$ cat src/hw/rtl/ssr_pkg.sv
// Shared types, constants and helpers for the six-axis servo ramp generator.
package ssr_pkg;

    localparam int NUM_AXES            = 6;
    localparam int ANGLE_BITS_DEF      = 8;
    localparam int REPORT_INTERVAL_DEF = 10;

    localparam int IN_ANGLE_W  = 8;
    localparam int OUT_ANGLE_W = 8;
    localparam int STEP_W      = 4;
    localparam int PERIOD_W    = 5;
    localparam int CFG_ADDR_W  = 1;

    localparam int S_TDATA_W = 56;
    localparam int S_TUSER_W = 1;
    localparam int M_TDATA_W = 56;
    localparam int M_TUSER_W = 2;

    localparam int M_PERIOD_LSB = NUM_AXES * OUT_ANGLE_W;

    localparam logic [IN_ANGLE_W-1:0] PERIOD_MIN = 8'd10;
    localparam logic [IN_ANGLE_W-1:0] PERIOD_MAX = 8'd30;

    localparam logic [IN_ANGLE_W-1:0] AXIS_LO [NUM_AXES] =
        '{8'd0, 8'd15, 8'd0, 8'd0, 8'd0, 8'd10};
    localparam logic [IN_ANGLE_W-1:0] AXIS_HI [NUM_AXES] =
        '{8'd180, 8'd165, 8'd180, 8'd180, 8'd180, 8'd73};
    localparam logic [IN_ANGLE_W-1:0] AXIS_RESET [NUM_AXES] =
        '{8'd0, 8'd140, 8'd0, 8'd10, 8'd0, 8'd10};

    localparam logic [STEP_W-1:0] STEP_RESET = 4'd2;

    typedef enum logic [CFG_ADDR_W-1:0] {
        CFG_BASE_STEP  = 1'b0,
        CFG_JOINT_STEP = 1'b1
    } cfg_addr_t;

    typedef enum logic {
        OP_MOVE = 1'b0,
        OP_TICK = 1'b1
    } op_t;

    // per-axis status from the ramp unit
    typedef struct packed {
        logic first_arrival;
        logic at_target;
    } axis_stat_t;

    typedef struct packed {
        logic [M_TDATA_W-1:0] tdata;
        logic [M_TUSER_W-1:0] tuser;
        logic                 last;
    } result_t;

    function automatic logic [IN_ANGLE_W-1:0] clamp8(
        input logic [IN_ANGLE_W-1:0] v,
        input logic [IN_ANGLE_W-1:0] lo,
        input logic [IN_ANGLE_W-1:0] hi
    );
        logic [IN_ANGLE_W-1:0] r;
        if (v < lo)
        begin
            r = lo;
        end
        else if (v > hi)
        begin
            r = hi;
        end
        else
        begin
            r = v;
        end
        return r;
    endfunction

endpackage

$ cat src/hw/rtl/ssr_axis.sv
// One-axis ramp step: snap when close, otherwise one step toward the target.
module ssr_axis #(
    parameter int ANGLE_BITS = ssr_pkg::ANGLE_BITS_DEF
) (
    input  logic [ANGLE_BITS-1:0]      pos,
    input  logic [ANGLE_BITS-1:0]      tgt,
    input  logic [ssr_pkg::STEP_W-1:0] step,
    input  logic                       arrived_flag,
    output logic [ANGLE_BITS-1:0]      pos_next,
    output ssr_pkg::axis_stat_t        stat
);
    import ssr_pkg::*;

    logic                  at_tgt;
    logic                  up;
    logic [ANGLE_BITS-1:0] gap;
    logic [STEP_W:0]       step2;
    logic                  near;
    logic [ANGLE_BITS-1:0] stepped;

    assign at_tgt  = (pos == tgt);
    assign up      = (tgt > pos);
    assign gap     = up ? (tgt - pos) : (pos - tgt);
    assign step2   = {step, 1'b0};
    assign near    = (gap < ANGLE_BITS'(step2));
    assign stepped = up ? (pos + ANGLE_BITS'(step)) : (pos - ANGLE_BITS'(step));

    assign pos_next = at_tgt ? pos : (near ? tgt : stepped);

    assign stat.first_arrival = at_tgt && !arrived_flag;
    assign stat.at_target     = (pos_next == tgt);

endmodule

$ cat src/hw/rtl/six_axis_servo_ramp.sv
// Top level of the six-axis servo ramp generator.
// Output: each accepted result goes to the output register, or to the skid register
// while m_axis stalls. Throughput: one transaction per cycle while the skid is empty;
// a result register plus a skid register let s_axis accept one more while m_axis stalls.
// Reset: positions and targets go to 0,140,0,10,0,10, step sizes to 2,
// tick period to 10 ms, no move active and the output side empty.
module six_axis_servo_ramp #(
    parameter int REPORT_INTERVAL = ssr_pkg::REPORT_INTERVAL_DEF,
    parameter int ANGLE_BITS      = ssr_pkg::ANGLE_BITS_DEF
) (
    input  logic                           clk,
    input  logic                           rst_n,

    input  logic                           cfg_we,
    input  logic [ssr_pkg::CFG_ADDR_W-1:0] cfg_addr,
    input  logic [ssr_pkg::STEP_W-1:0]     cfg_wdata,

    input  logic                           s_axis_tvalid,
    output logic                           s_axis_tready,
    // step_delay, target_base, target_shoulder, target_elbow,
    // target_wrist_tilt, target_wrist_turn, target_grip (8 bits each)
    input  logic [ssr_pkg::S_TDATA_W-1:0]  s_axis_tdata,
    // op
    input  logic [ssr_pkg::S_TUSER_W-1:0]  s_axis_tuser,

    output logic                           m_axis_tvalid,
    input  logic                           m_axis_tready,
    // pos_base, pos_shoulder, pos_elbow, pos_wrist_tilt, pos_wrist_turn,
    // pos_grip (8 bits each), tick_period_ms (5 bits), 3 zero bits
    output logic [ssr_pkg::M_TDATA_W-1:0]  m_axis_tdata,
    // report, moving
    output logic [ssr_pkg::M_TUSER_W-1:0]  m_axis_tuser,
    // arrived
    output logic                           m_axis_tlast
);
    import ssr_pkg::*;

    localparam int TICK_W = $clog2(REPORT_INTERVAL + 1);

    logic [STEP_W-1:0] base_step_reg;
    logic [STEP_W-1:0] joint_step_reg;

    logic [NUM_AXES-1:0][ANGLE_BITS-1:0] pos_reg;
    logic [NUM_AXES-1:0][ANGLE_BITS-1:0] pos_next;
    logic [NUM_AXES-1:0][ANGLE_BITS-1:0] tgt_reg;
    logic [NUM_AXES-1:0][ANGLE_BITS-1:0] tgt_next;
    logic [NUM_AXES-1:0]                 flag_reg;
    logic [NUM_AXES-1:0]                 flag_next;
    logic [TICK_W-1:0]                   tick_reg;
    logic [TICK_W-1:0]                   tick_next;
    logic                                active_reg;
    logic                                active_next;
    logic [PERIOD_W-1:0]                 period_reg;
    logic [PERIOD_W-1:0]                 period_next;

    logic [NUM_AXES-1:0][ANGLE_BITS-1:0] ramp_pos;
    axis_stat_t [NUM_AXES-1:0]           ramp_stat;
    logic [NUM_AXES-1:0][ANGLE_BITS-1:0] tgt_in;
    logic [NUM_AXES-1:0]                 first_arr;
    logic [NUM_AXES-1:0]                 at_after;

    logic          accept;
    logic          pop;
    logic          is_move;
    logic          do_tick;
    logic [TICK_W-1:0] tick_inc;
    logic          tick_wrap;
    logic          report;
    logic          arrived;
    result_t       res;

    logic          out_valid_reg;
    result_t       out_reg;
    logic          skid_valid_reg;
    result_t       skid_reg;

    assign s_axis_tready = !skid_valid_reg;
    assign accept        = s_axis_tvalid && s_axis_tready;
    assign pop           = out_valid_reg && m_axis_tready;
    assign is_move       = (op_t'(s_axis_tuser[0]) == OP_MOVE);
    assign do_tick       = !is_move && active_reg;

    for (genvar g = 0; g < NUM_AXES; g++)
    begin : g_axis
        assign tgt_in[g] = ANGLE_BITS'(clamp8(
            s_axis_tdata[IN_ANGLE_W*(g+1) +: IN_ANGLE_W], AXIS_LO[g], AXIS_HI[g]));

        ssr_axis #(
            .ANGLE_BITS(ANGLE_BITS)
        ) u_axis (
            .pos          (pos_reg[g]),
            .tgt          (tgt_reg[g]),
            .step         ((g == 0) ? base_step_reg : joint_step_reg),
            .arrived_flag (flag_reg[g]),
            .pos_next     (ramp_pos[g]),
            .stat         (ramp_stat[g])
        );

        assign first_arr[g] = ramp_stat[g].first_arrival;
        assign at_after[g]  = ramp_stat[g].at_target;
    end

    assign tick_inc  = tick_reg + TICK_W'(1);
    assign tick_wrap = (tick_inc >= TICK_W'(REPORT_INTERVAL));

    always_comb
    begin
        pos_next    = pos_reg;
        tgt_next    = tgt_reg;
        flag_next   = flag_reg;
        tick_next   = tick_reg;
        active_next = active_reg;
        period_next = period_reg;
        report      = 1'b0;
        arrived     = 1'b0;
        if (is_move)
        begin
            period_next = PERIOD_W'(clamp8(s_axis_tdata[IN_ANGLE_W-1:0],
                                           PERIOD_MIN, PERIOD_MAX));
            tgt_next    = tgt_in;
            flag_next   = '0;
            tick_next   = '0;
            active_next = 1'b1;
        end
        else if (do_tick)
        begin
            tick_next   = tick_wrap ? '0 : tick_inc;
            pos_next    = ramp_pos;
            flag_next   = flag_reg | first_arr;
            report      = tick_wrap || (|first_arr);
            arrived     = &at_after;
            active_next = !(&at_after);
        end

        res = '0;
        for (int i = 0; i < NUM_AXES; i++)
        begin
            res.tdata[OUT_ANGLE_W*i +: OUT_ANGLE_W] = pos_next[i][OUT_ANGLE_W-1:0];
        end
        res.tdata[M_PERIOD_LSB +: PERIOD_W] = period_next;
        res.tuser = {active_next, report};
        res.last  = arrived;
    end

    // configuration
    always_ff @(posedge clk or negedge rst_n)
    begin
        if (!rst_n)
        begin
            base_step_reg  <= STEP_RESET;
            joint_step_reg <= STEP_RESET;
        end
        else if (cfg_we)
        begin
            unique case (cfg_addr_t'(cfg_addr))
                CFG_BASE_STEP:  base_step_reg  <= cfg_wdata;
                CFG_JOINT_STEP: joint_step_reg <= cfg_wdata;
                default:        base_step_reg  <= base_step_reg;
            endcase
        end
    end

    // move state
    always_ff @(posedge clk or negedge rst_n)
    begin
        if (!rst_n)
        begin
            for (int i = 0; i < NUM_AXES; i++)
            begin
                pos_reg[i] <= ANGLE_BITS'(AXIS_RESET[i]);
                tgt_reg[i] <= ANGLE_BITS'(AXIS_RESET[i]);
            end
            flag_reg   <= '0;
            tick_reg   <= '0;
            active_reg <= 1'b0;
            period_reg <= PERIOD_W'(PERIOD_MIN);
        end
        else if (accept)
        begin
            pos_reg    <= pos_next;
            tgt_reg    <= tgt_next;
            flag_reg   <= flag_next;
            tick_reg   <= tick_next;
            active_reg <= active_next;
            period_reg <= period_next;
        end
    end

    // output register and skid
    always_ff @(posedge clk or negedge rst_n)
    begin
        if (!rst_n)
        begin
            out_valid_reg  <= 1'b0;
            skid_valid_reg <= 1'b0;
        end
        else if (skid_valid_reg)
        begin
            if (pop)
            begin
                skid_valid_reg <= 1'b0;
            end
        end
        else if (accept)
        begin
            if (out_valid_reg && !m_axis_tready)
            begin
                skid_valid_reg <= 1'b1;
            end
            else
            begin
                out_valid_reg <= 1'b1;
            end
        end
        else if (pop)
        begin
            out_valid_reg <= 1'b0;
        end
    end

    always_ff @(posedge clk)
    begin
        if (skid_valid_reg)
        begin
            if (pop)
            begin
                out_reg <= skid_reg;
            end
        end
        else if (accept)
        begin
            if (out_valid_reg && !m_axis_tready)
            begin
                skid_reg <= res;
            end
            else
            begin
                out_reg <= res;
            end
        end
    end

    assign m_axis_tvalid = out_valid_reg;
    assign m_axis_tdata  = out_reg.tdata;
    assign m_axis_tuser  = out_reg.tuser;
    assign m_axis_tlast  = out_reg.last;

`ifndef SYNTHESIS
    a_skid_implies_out: assert property (@(posedge clk) disable iff (!rst_n)
        skid_valid_reg |-> out_valid_reg)
        else $error("skid entry held with empty output register");

    a_arrived_not_moving: assert property (@(posedge clk) disable iff (!rst_n)
        (m_axis_tvalid && m_axis_tlast) |-> !m_axis_tuser[1])
        else $error("arrival reported while move still active");

    a_tick_range: assert property (@(posedge clk) disable iff (!rst_n)
        tick_reg < TICK_W'(REPORT_INTERVAL))
        else $error("tick counter out of range");

    a_move_starts: assert property (@(posedge clk) disable iff (!rst_n)
        (accept && is_move) |=> (active_reg && flag_reg == '0))
        else $error("move command did not start a move");

    a_idle_holds_pos: assert property (@(posedge clk) disable iff (!rst_n)
        (accept && !is_move && !active_reg) |=> $stable(pos_reg))
        else $error("positions changed on idle tick");
`endif

endmodule
$ cat config.mk
export PLATFORM = sky130hd
export DESIGN_NAME = six_axis_servo_ramp
export DESIGN_NICKNAME = d
export VERILOG_FILES = /design/src/hw/rtl/ssr_pkg.sv /design/src/hw/rtl/ssr_axis.sv /design/src/hw/rtl/six_axis_servo_ramp.sv
export SDC_FILE = /design/constraint.sdc
export NUM_CORES = 1
export LEC_CHECK = 0
export ABC_AREA = 1
export BUFFER_PORTS_ARGS = -buffer_cell sky130_fd_sc_hd__buf_2
export CORE_AREA = 3 3 183 185
export DETAILED_ROUTE_END_ITERATION = 16
export DIE_AREA = 0 0 186 188
export PLACE_DENSITY = 0.82
export SLEW_MARGIN = 5
export SYNTH_ARGS = -nofsm -noshare
export SYNTH_HDL_FRONTEND = slang
export SYNTH_SLANG_ARGS = --single-unit
$ cat constraint.sdc
create_clock -name clk -period 12.13 [get_ports clk]
set_clock_uncertainty 0.1 [all_clocks]
set_input_delay 1.213 -clock clk [delete_from_list [all_inputs] [get_ports clk]]
set_output_delay 1.213 -clock clk [all_outputs]
set_load 0.03 [all_outputs]
==> impl_metrics.yaml <==
setup_path:
  path_class: "flip-flop to flip-flop"
  required_ns: 12.34
  path_common_cell: "nand2_1"
  crit_family: "simple AND/OR/NAND/NOR gates"
  crit_buf_inv: 4
  slowest_delay_ns: 0.55
  worstPathArrival_ns: 5.73
  slowest_stage: "dfstp_2"
  startpoint_type: "flip-flop"
  end_kind: "flip-flop"
  critPathMaxFanout: 14
outcome:
  status: "completed"
cts:
  cts_tree: "built"
  clk_pin_slew_ns: 0.06
  cts-resized-gates: 0
  clock_latency_ns: 0.56
  post_cts_buffers: 0
  cts_root_buf: "clkbuf_16"
  cts_inserted_buffers: 27
  ctsLongestPathBuffers: 3
  htree_levels: 1
  cts_hold_buffers: 0
  cts_sinks: 234
yosys:
  synth_cell_types: 47
  synth_top_area_cell: "nand2_1"
  syn_area_per_cell_um2: 6.93
  synth_top_cell_area_share_pct: 20.2
  synth.area.top_cells: "nand2_1 20%, edfxtp_1 18%, dfrtp_1 14%"
  ys_ff_latch: 234
  async_reset_ff_share_pct: 52.1
  syn_inst: 2758
  synth_area_um2: 19100
  yosysSeqAreaShare_pct: 33.7
  synth_edf_count: 112
  ys.flop_type: "edfxtp_1"
  yosys_warnings: 0
timing:
  rsz0062_at_grt: "false"
  fin_hold_ws_ns: 0.393
  period_minus_slack_ns: 5.52
  max_freq_mhz: 181
  fin_setup_tns_ns: 0
  slew_headroom_pct: 24.7
  tightest_slew_ns: 1.13
  setup_viol: 0
  slew_violations: 0
  finalHoldViolCount: 0
  setup_ws_ns: 6.61
  fin_crit_sh_pct: 45.5
power:
  power.internal_w: 0.00150
  swShare_pct: 30.2
  power_frac_clock_pct: 40.2
  pwr-share-comb_pct: 20.6
  p_leak_nw: 11.0
  total_power_w: 0.00215
  seq_power_share_pct: 39.2
  power_density_nw_per_um2: 103
  p_switching_w: 0.000651
  max-vdd-ir-drop_mv: 0.125
drt:
  avgRoutedWirePerCell_um: 17.1
  first_iter_violations: 1565
  drcViolationCount: 0
  dr.pass1.iters: 6
  routed_via_density: 5.63
  drtAntennaViolNets: 0
  via_count: 18500
  routed_wl_um: 56100
placed_design:
  port-buffer-count: 124
  post-place-ws_ns: 6.71
  place_inst: 3235
  globalplace.congestion: 0.980
  dp_hpwl_um: 41100
layout:
  drive_above_1_share_pct: 9.66
  fin_nets: 3097
  largest_reg_flops: 56
  n_fill_cell: 2781
  syn_to_final_growth_pct: 9.89
  fin_cells: 3285
  num_antenna_cells: 0
  final_cell_mix: "1027 x nand2_1, 400 x inv_1, 255 x nand3_1"
  final_common_cell: "nand2_1"
grt:
  grt_pass1_vias: 17900
  track_usage_pct: 31.8
  grt_max_degree: 82
  grt_overflow: 0
  grt_pass1_wl_um: 89800
  antenna_found_initial: 0
floorplan:
  die_w_um: 186
  die_area_um2: 35000
  io_pins: 128
  dieHeight_um: 188
  row_count: 66
  coreArea_um2: 32200
  start_util_pct: 59.4
job:
  cap_violations: 0
hold_path:
  hp-class: "flip-flop to flip-flop"
[path summary, 6_finish.rpt]
path | startpoint | to | slack (ns) | depth (start not counted)
worst max-delay path | pos_reg[15]$_DFFE_PN1P_ | m_axis_tuser[1]$_DFFE_PP_ | 6.61 | 30
worst min register to register | joint_step_reg[3]$_DFFE_PN0P_ | joint_step_reg[3]$_DFFE_PN0P_ | 0.39 | 2
min in group asynchronous | rst_n | pos_reg[8]$_DFFE_PN0P_ | 0.50 | 1
worst max register to register | pos_reg[15]$_DFFE_PN1P_ | m_axis_tuser[1]$_DFFE_PP_ | 6.61 | 30
max in group asynchronous | rst_n | active_reg$_DFFE_PN0P_ | 9.67 | 3
worst min-delay path | joint_step_reg[3]$_DFFE_PN0P_ | joint_step_reg[3]$_DFFE_PN0P_ | 0.39 | 2
[cells in the mapped netlist (5+ instances only)]
cell / number
nand2_1: 1028
inv_1: 401
nand3_1: 255
o21ai_0: 233
ha_1: 156
edfxtp_1: 112
a21oi_1: 107
dfrtp_1: 104
nor2_1: 73
clkbuf_1: 46
xor2_1: 33
xnor2_1: 21
dfstp_2: 18
fa_1: 18
nand2_2: 18
nand4_1: 14
buf_2: 12
nand2_4: 11
inv_2: 10
nor2_4: 10
or2_2: 8
o22ai_1: 7
nor3_1: 6
buf_1: 5
nor2_2: 5
[through the flow]
step,instance area (um2),utilization [%]
CTS,21000,65.2
floorplan,19100,-
global route,21000,65.2
global placement,20100,62.3
finish,21000,65.2
detailed placement,20100,62.3
[tightest hold or removal path: stages (launching register included)]
cell	delay, ns
dfrtp_1	0.35
nand2_1	0.05
o21ai_0	0.06
[layer usage]
| metal | routed length [um] | track usage [%] |
|---|---|---|
| met2 | 26100 | 52.7 |
| met4 | 2620 | 12.9 |
| met1 | 23200 | 41.3 |
| met5 | 0 | 0 |
| met3 | 4260 | 5.37 |
[logic make-up after synthesis]
| logic type | after synthesis | synth area share [%] |
|---|---|---|
| other cells | 1 | 0.0196 |
| flops | 234 | 33.7 |
| simple gates | 1443 | 31.9 |
| xor+xnor | 54 | 2.47 |
| compound gates | 367 | 10.0 |
| mux | 1 | 0.0523 |
| buf+inv | 484 | 9.78 |
| fa+ha+maj | 174 | 12.1 |
[power groups by stage]
stage / clock network (W) / registers (W) / logic, W
global placement: 0 / 0.000859 / 0.000419
detailed placement: 0 / 0.000859 / 0.000431
CTS: 0.000869 / 0.000844 / 0.000436
floorplan: 0 / 0.000857 / 0.000310
global route: 0.000904 / 0.000844 / 0.000502
finish: 0.000866 / 0.000844 / 0.000444
[area by class of cell]
cell class / instances / area, um2 / area share, %
Multi-Input combinational cell: 2042 / 10800 / 51.6
Sequential cell: 234 / 6440 / 30.6
Inverter: 415 / 1560 / 7.44
Clock buffer: 36 / 781 / 3.72
Timing Repair Buffer: 136 / 713 / 3.39
Tap cell: 408 / 510 / 2.43
Clock inverter: 14 / 156 / 0.744
No activity file was read; power rests on OpenSTA's default activity.
